File: config.mk
export PLATFORM = sky130hd
export DESIGN_NAME = ggx_isqrt
export DESIGN_NICKNAME = d
export VERILOG_FILES = /design/src/hw/rtl/assert_macros.svh /design/src/hw/rtl/ggx_pkg.sv /design/src/hw/rtl/ggx_isqrt.sv
export SDC_FILE = /design/constraint.sdc
export NUM_CORES = 1
export LEC_CHECK = 0
export ABC_CLOCK_PERIOD_IN_PS = 2700
export BUFFER_PORTS_ARGS = -buffer_cell sky130_fd_sc_hd__buf_2
export CORE_ASPECT_RATIO = 2
export CORE_MARGIN = 2
export CORE_UTILIZATION = 40
export DETAILED_ROUTE_END_ITERATION = 12
export GPL_ROUTABILITY_DRIVEN = 0
export PLACE_DENSITY = 0.63
export REMOVE_ABC_BUFFERS = 1
export SYNTH_ARGS = -nofsm -noshare
export SYNTH_HDL_FRONTEND = slang
export SYNTH_SLANG_ARGS = --single-unit
File: constraint.sdc
create_clock -name clk -period 2.7 [get_ports clk]
set_input_delay 0.135 -clock clk [delete_from_list [all_inputs] [get_ports clk]]
set_output_delay 0.135 -clock clk [all_outputs]
set_load 0.05 [all_outputs]
File: src/hw/rtl/assert_macros.svh
// ----------------------------------------------------------------------------
// assert_macros.svh
// Assertion helpers used by the RTL. Define NO_ASSERTIONS to drop them.
// ----------------------------------------------------------------------------
`ifndef ASSERT_MACROS_SVH
`define ASSERT_MACROS_SVH
`ifndef NO_ASSERTIONS
`define ASSERT_ALWAYS(lbl, clk, rst, prop) \
  lbl: assert property (@(posedge clk) disable iff (rst) (prop)) \
    else $error("assertion failed");
`define ASSERT_IMPLY(lbl, clk, rst, ante, cons) \
  lbl: assert property (@(posedge clk) disable iff (rst) (ante) |-> (cons)) \
    else $error("assertion failed");
`else
`define ASSERT_ALWAYS(lbl, clk, rst, prop)
`define ASSERT_IMPLY(lbl, clk, rst, ante, cons)
`endif
`endif

File: src/hw/rtl/ggx_pkg.sv
// ----------------------------------------------------------------------------
// ggx_pkg
// Shared constants, types and helper functions of the GGX hemisphere sampler.
// ----------------------------------------------------------------------------
package ggx_pkg;

  localparam logic [16:0] ONE_IN   = 17'h10000;
  localparam logic [15:0] ONE_OUT  = 16'h8000;
  localparam logic [14:0] YMAX     = 15'h7FFF;
  localparam logic [30:0] ONE_TRIG = 31'h40000000;
  localparam logic [30:0] ONE_SQ   = 31'h40000000;
  localparam logic [32:0] TWO_PI   = 33'd6746518852;

  localparam int DIV_STEPS  = 31;
  localparam int SQRT_STEPS = 16;
  localparam int HORNER     = 6;
  localparam int SIDE_W     = 32;

  // accept to result strobe: front 3, divider, root, cos square, root,
  // angle fold, x squared, series, product, saturate
  localparam int LATENCY = 3 + DIV_STEPS + SQRT_STEPS + 1 + SQRT_STEPS + 2
                         + 2 * HORNER + 2;

  // exact floor division by reciprocal multiply for operands below 2^30
  localparam int unsigned SIN_K [0:4] = '{37, 37, 36, 35, 33};
  localparam int unsigned COS_K [0:5] = '{38, 37, 36, 35, 34, 31};
  localparam logic [31:0] SIN_M [0:4] = '{
    32'(((64'd1 << 37) + 64'd109) / 64'd110),
    32'(((64'd1 << 37) + 64'd71) / 64'd72),
    32'(((64'd1 << 36) + 64'd41) / 64'd42),
    32'(((64'd1 << 35) + 64'd19) / 64'd20),
    32'(((64'd1 << 33) + 64'd5) / 64'd6)
  };
  localparam logic [31:0] COS_M [0:5] = '{
    32'(((64'd1 << 38) + 64'd131) / 64'd132),
    32'(((64'd1 << 37) + 64'd89) / 64'd90),
    32'(((64'd1 << 36) + 64'd55) / 64'd56),
    32'(((64'd1 << 35) + 64'd29) / 64'd30),
    32'(((64'd1 << 34) + 64'd11) / 64'd12),
    32'(((64'd1 << 31) + 64'd1) / 64'd2)
  };

  typedef struct packed {
    logic [31:0] v;
    logic [31:0] r;
  } sq_t;

  typedef struct packed {
    logic [29:0] x;
    logic [29:0] x2;
    logic        swap;
    logic [1:0]  quad;
    logic [15:0] sinq;
    logic [14:0] ycl;
  } trig_side_t;

  function automatic sq_t sqrt_step(input logic [31:0] v, input logic [31:0] r,
                                    input logic [31:0] b);
    logic [31:0] sum;
    sq_t         res;
    sum = r + b;
    if (v >= sum) begin
      res.v = v - sum;
      res.r = (r >> 1) + b;
    end else begin
      res.v = v;
      res.r = r >> 1;
    end
    return res;
  endfunction

  // round half away from zero to Q1.15 and saturate
  function automatic logic [15:0] sat_out(input logic [46:0] prod, input logic neg);
    logic [46:0] sum;
    logic [16:0] p;
    logic [15:0] res;
    sum = prod + 47'h20000000;
    p   = sum[46:30];
    if (!neg) begin
      res = (p > 17'h07FFF) ? 16'h7FFF : p[15:0];
    end else begin
      res = (p >= 17'h08000) ? 16'h8000 : 16'(17'd0 - p);
    end
    return res;
  endfunction

endpackage

File: src/hw/rtl/ggx_isqrt.sv
// ----------------------------------------------------------------------------
// ggx_isqrt
// Pipelined integer square root, one result bit per stage, with side data.
// ----------------------------------------------------------------------------
module ggx_isqrt import ggx_pkg::*; (
  input  logic              clk,
  input  logic              rst,
  input  logic              in_v,
  input  logic [31:0]       in_val,
  input  logic [SIDE_W-1:0] in_side,
  output logic              out_v,
  output logic [15:0]       out_root,
  output logic [SIDE_W-1:0] out_side
);

  logic              sv   [0:SQRT_STEPS];
  logic [31:0]       sval [0:SQRT_STEPS];
  logic [31:0]       sr   [0:SQRT_STEPS];
  logic [SIDE_W-1:0] ss   [0:SQRT_STEPS];

  assign sv[0]   = in_v;
  assign sval[0] = in_val;
  assign sr[0]   = 32'd0;
  assign ss[0]   = in_side;

  for (genvar j = 0; j < SQRT_STEPS; j++) begin : g_step
    sq_t nxt;
    always_comb begin
      nxt = sqrt_step(sval[j], sr[j], 32'd1 << (30 - 2 * j));
    end
    always_ff @(posedge clk) begin
      if (rst) begin
        sv[j+1] <= 1'b0;
      end else begin
        sv[j+1] <= sv[j];
      end
    end
    always_ff @(posedge clk) begin
      sval[j+1] <= nxt.v;
      sr[j+1]   <= nxt.r;
      ss[j+1]   <= ss[j];
    end
  end

  assign out_v    = sv[SQRT_STEPS];
  assign out_root = sr[SQRT_STEPS][15:0];
  assign out_side = ss[SQRT_STEPS];

endmodule

### Yosys cells after proc, flatten, opt, wreduce, memory -nomap -nowiden

Cells that the tools add are included.
W data, S select, Z words.

* output and inout bits: 49
* register bits after elaboration: 1504
* logic and storage cells: 154
* input port bits: 67

* $add $sub $neg: 45
* muxes and demuxes: 16
* order comparisons: 16

Operator list (number)
* $mux W64: 15
* $ge A32 B32 Y1: 15
* $sub A32 B32 Y32: 14
* $add A31 B11 Y32 const B: 1
* $add A31 B13 Y32 const B: 1
* $add A31 B15 Y32 const B: 1
* $add A31 B17 Y32 const B: 1
* $add A31 B19 Y32 const B: 1
* $add A31 B21 Y32 const B: 1
* $add A31 B23 Y32 const B: 1
* $add A31 B25 Y32 const B: 1
* $add A31 B27 Y32 const B: 1
* $add A31 B29 Y32 const B: 1
* $add A31 B3 Y32 const B: 1
* $add A31 B5 Y32 const B: 1
* $add A31 B7 Y32 const B: 1
* $add A31 B9 Y32 const B: 1
* $add A32 B1 Y32 const B: 1
* $add A32 B11 Y32 const B: 1
* $add A32 B13 Y32 const B: 1
* $add A32 B15 Y32 const B: 1
* $add A32 B17 Y32 const B: 1
* $add A32 B19 Y32 const B: 1
* $add A32 B21 Y32 const B: 1
* other kinds (12): 12

### Logic depth before layout (Yosys ltp)

* depth in word-level cells: 3
* mapped depth: 12
* gate-level depth less buffers: 10

### Least setup slack after synthesis

Ideal clock, no wire load.

* path kind: reg2reg
* start: reg sr[68] in the netlist's numbering
* end: reg sval[63] in the netlist's numbering
* path buffers: 0
* library setup time: 0.118 ns
* data required time: 2.582 ns
* period minus slack after synthesis: 2.690 ns
* path slack: 0.010 ns
* stages on the path, launching flop included: 10
* data arrival time: 2.571 ns
* cells stage by stage: dfxtp_1 inv_1 ha_1 or3_1 o22a_1 a311o_1 a21oi_1 o41a_2 or4b_2 xnor2_1

RTL lines
* start, declared: RTL line ggx_isqrt.sv:18 `logic [31:0] sr [0:SQRT_STEPS];`
* start signal, assigned by index: RTL line ggx_isqrt.sv:40 `sr[j+1] <= nxt.r;`
* end signal, assigned by index: RTL line ggx_isqrt.sv:39 `sval[j+1] <= nxt.v;`
* end, declared: RTL line ggx_isqrt.sv:17 `logic [31:0] sval [0:SQRT_STEPS];`

==> impl_metrics.env <==
export IMPL_layout_filler_cells=7440
export IMPL_total_vias_in_the_final_route=20200
export IMPL_worst_r2r_cell_count=6
export IMPL_seq_power_share_pct=46.8
export IMPL_fin_nets=3425
export IMPL_cts_sink_count=1144
export IMPL_ant_nets=0
export IMPL_combinational_share_of_power_pct=21.2
export IMPL_via_count_of_the_first_global_routing_pass=21100
export IMPL_p_total_mw=45.1
export IMPL_critical_path_arrival_ns=3.25
export IMPL_timing_critical_path_to_type="flip-flop"
export IMPL_hold_path_class="in -> reg"
export IMPL_wl_final_mm=61.0
export IMPL_htreeDepth=3
export IMPL_timing_critical_path_slowest_cell_delay_ns=0.62
export IMPL_layout_common_cells="1141 x sky130_fd_sc_hd__dfxtp_1, 178 x sky130_fd_sc_hd__buf_4, 176 x sky130_fd_sc_hd__inv_1"
export IMPL_gr_total_overflow=0
export IMPL_die_area_um2=87000
export IMPL_die_height_um=415
export IMPL_cell_occurring_most_often_along_the_worst_timing_path="sky130_fd_sc_hd__or4_4"
export IMPL_ys_types=82
export IMPL_rsz0062_at_grt="yes"
export IMPL_final_period_utilization_pct=99.5
export IMPL_grt_max_degree=23
export IMPL_synthesis_area_um2=33800
export IMPL_drc=0
export IMPL_status="finished, final reports clean"
export IMPL_timing_final_max_slew_violations=0
export IMPL_hold_start="in_side[30]"
export IMPL_bufs_and_invs_on_worst_path=0
export IMPL_stdcell_area_um2=41400
export IMPL_worst_hold_path_ep="ss[510]$_DFF_P_"
export IMPL_p_per_area_nw_per_um2=1090
export IMPL_worst_path_max_delay_cell="sky130_fd_sc_hd__or4_4"
export IMPL_route_detailed_wl_per_inst_um=14.0
export IMPL_report_final_hold_viol_count=0
export IMPL_yosysSeqAreaShare_pct=67.8
export IMPL_tritoncts_num_buffers=94
export IMPL_synth_warnings=0
export IMPL_half_perimeter_wire_length_of_the_detailed_placement_result_mm=44.7
export IMPL_placed_cell_area_um2=36700
export IMPL_grt_antenna_before_repair=0
export IMPL_first_pass_iters=4
export IMPL_drt_vias_per_instance=4.64
export IMPL_worstReg2RegStart="sval[219]$_DFF_P_"
export IMPL_share_clk_of_total_power_pct=32.0
export IMPL_synth_async_reset_ratio_pct=0
export IMPL_rows=150
export IMPL_worst_pin_slew_ns=0.587
export IMPL_grt_first_pass_wirelength_mm=96.4
export IMPL_area_growth_pct=22.5
export IMPL_dieWidth_um=210
export IMPL_required_ns=3.27
export IMPL_first_iter_violations=538
export IMPL_crit_path_max_fanout=6
export IMPL_min_path_cells=2
export IMPL_fmax_mhz=372
export IMPL_layout_drive_gt1_share_pct=17.6
export IMPL_synth_top_flop_cell="sky130_fd_sc_hd__dfxtp_1"
export IMPL_clkSlewWorstSetupHoldPaths_ns=0.07
export IMPL_max_clock_path_buffers=3
export IMPL_tritoncts="built"
export IMPL_layout_cells_most_common="sky130_fd_sc_hd__dfxtp_1"
export IMPL_cells_after_synth=2801
export IMPL_internal_power_mw=32.5
export IMPL_synth_ff_latch_count=1144
export IMPL_initial_utilization_pct=40.4
export IMPL_static_leak_nw=18.4
export IMPL_cts_root_buf="sky130_fd_sc_hd__clkbuf_16"
export IMPL_start_kind="flip-flop"
export IMPL_core_area_um2=83700
export IMPL_clock_latency_ns=0.70
export IMPL_max_slew_margin_pct=60.3
export IMPL_antenna_cells_inserted=0
export IMPL_report_final_setup_viol=0
export IMPL_timing_reg2reg_setup_slack_ns=0.01
export IMPL_io_pin_count=116
export IMPL_critPathKind="reg -> reg"
export IMPL_power_switching_mw=12.5
export IMPL_vdd_drop_max_v=0.000680
export IMPL_cp_cell_sequence="or4_4, or2_1, or3_4, or4_4, nor2_4, mux2_4"
export IMPL_drv_cap=0
export IMPL_grt_util_all_layers_pct=14.0
export IMPL_final_period_minus_worst_setup_slack_ns=2.69
export IMPL_finClkSkew_ns=0.0557
export IMPL_io_buffer_count=115
export IMPL_power_switching_share_pct=27.8
export IMPL_synth_edff_count=0
export IMPL_reg2reg_to="sval[180]$_DFF_P_"
export IMPL_kind_of_cell_with_the_highest_combined_delay_on_the_critical_path="simple AND/OR/NAND/NOR gates"
export IMPL_tns_ns=0
export IMPL_post_synth_cell_area_avg_um2=12.1
-- power by group through the flow --
stage / Combinational (mW) / Clock, mW / Sequential, mW
6_report: 9.57 / 14.4 / 21.1
5_1_grt: 10.7 / 15.5 / 21.3
4_1_cts: 9.41 / 14.9 / 21.0
3_5_place_dp: 9.24 / 0 / 21.4
3_3_place_gp: 9.08 / 0 / 21.3
2_1_floorplan: 6.28 / 0 / 21.1
-- cells in the mapped netlist (65+ instances only) --
library cell | n | area, um2
sky130_fd_sc_hd__inv_1 | 178 | 668
sky130_fd_sc_hd__ha_1 | 150 | 1880
sky130_fd_sc_hd__nor4_1 | 69 | 432
sky130_fd_sc_hd__nor2_1 | 114 | 428
sky130_fd_sc_hd__nand2_1 | 138 | 518
sky130_fd_sc_hd__dfxtp_1 | 1144 | 22900
sky130_fd_sc_hd__nor3_1 | 65 | 325
sky130_fd_sc_hd__xor2_1 | 92 | 806
sky130_fd_sc_hd__a21oi_1 | 109 | 546
sky130_fd_sc_hd__o21ai_0 | 119 | 596
sky130_fd_sc_hd__xnor2_1 | 102 | 893
-- routing by layer --
metal / GRT usage (%) / up-vias / part of all wire [%]
met1: 9.87 / 9317 / 30
met2: 30.8 / 351 / 60
met4: 9.87 / 0 / 6.7
met5: 0 / - / 0
li1: - / 10300 / -
met3: 2.52 / 195 / 3.1
-- repair_timing --
item | CTS | global route
pin swaps | 12 | 21
gates resized for setup | 24 | 89
cloned | 1 | 2
hold buffers | 68 | 0
endpoints found under the hold margin | 81 | 0
setup buffers | 4 | 7
setup endpoints to repair | 53 | 132
-- final cells by class --
cell class / count / area [um2] / area share (%)
Clock buffer: 129 / 2700 / 6.51
Clock inverter: 45 / 707 / 1.71
Inverter: 181 / 686 / 1.66
Multi-Input combinational cell: 1416 / 10300 / 24.9
Sequential cell: 1144 / 22900 / 55.3
Tap cell: 1064 / 1330 / 3.22
Timing Repair Buffer: 371 / 2750 / 6.64
-- per-stage QoR --
step,std cells,utilization [%],setup WS (ns),hold WS (ns)
CTS,4342,48.9,0.00415,0.000868
finish,4350,49.4,0.0148,0.0829
floorplan,2740,-,-0.546,0.163
global placement,4095,43.9,-0.283,0.237
global route,4350,49.4,-0.0571,0.0429
detailed placement,4095,43.9,-0.298,0.239
-- worst max path at each step --
stage / startpoint / endpoint / slack (ns) / cells past startpoint
finish: sval[219]$_DFF_P_ / sval[180]$_DFF_P_ / 0.01 / 6
global route: sr[68]$_DFF_P_ / sval[47]$_DFF_P_ / -0.06 / 14
CTS: sr[69]$_DFF_P_ / sval[63]$_DFF_P_ / 0.004 / 11
detailed placement: sr[68]$_DFF_P_ / sval[63]$_DFF_P_ / -0.30 / 11
global placement: sr[69]$_DFF_P_ / sval[63]$_DFF_P_ / -0.28 / 11
floorplan: sr[105]$_DFF_P_ / sval[80]$_DFF_P_ / -0.55 / 8
-- cell families after synthesis --
logic type                 Yosys count  synth area share, %
AOI/OAI and AO/OA                  402                 7.45
adders and majority gates          150                 5.55
buffers and inverters              242                 3.09
and+or+nand+nor                    648                 10.4
DFF                               1144                 67.8
xor gates and xnor gates           194                 5.03
muxes                               21                0.681
-- state kept, by name, indices dropped and copies added (netlist names) --
register,count
out_root,16
ss,480
sr,120
sval,480
out_v,1
sv,15
out_side,32
(Power assumes the default switching activity.)
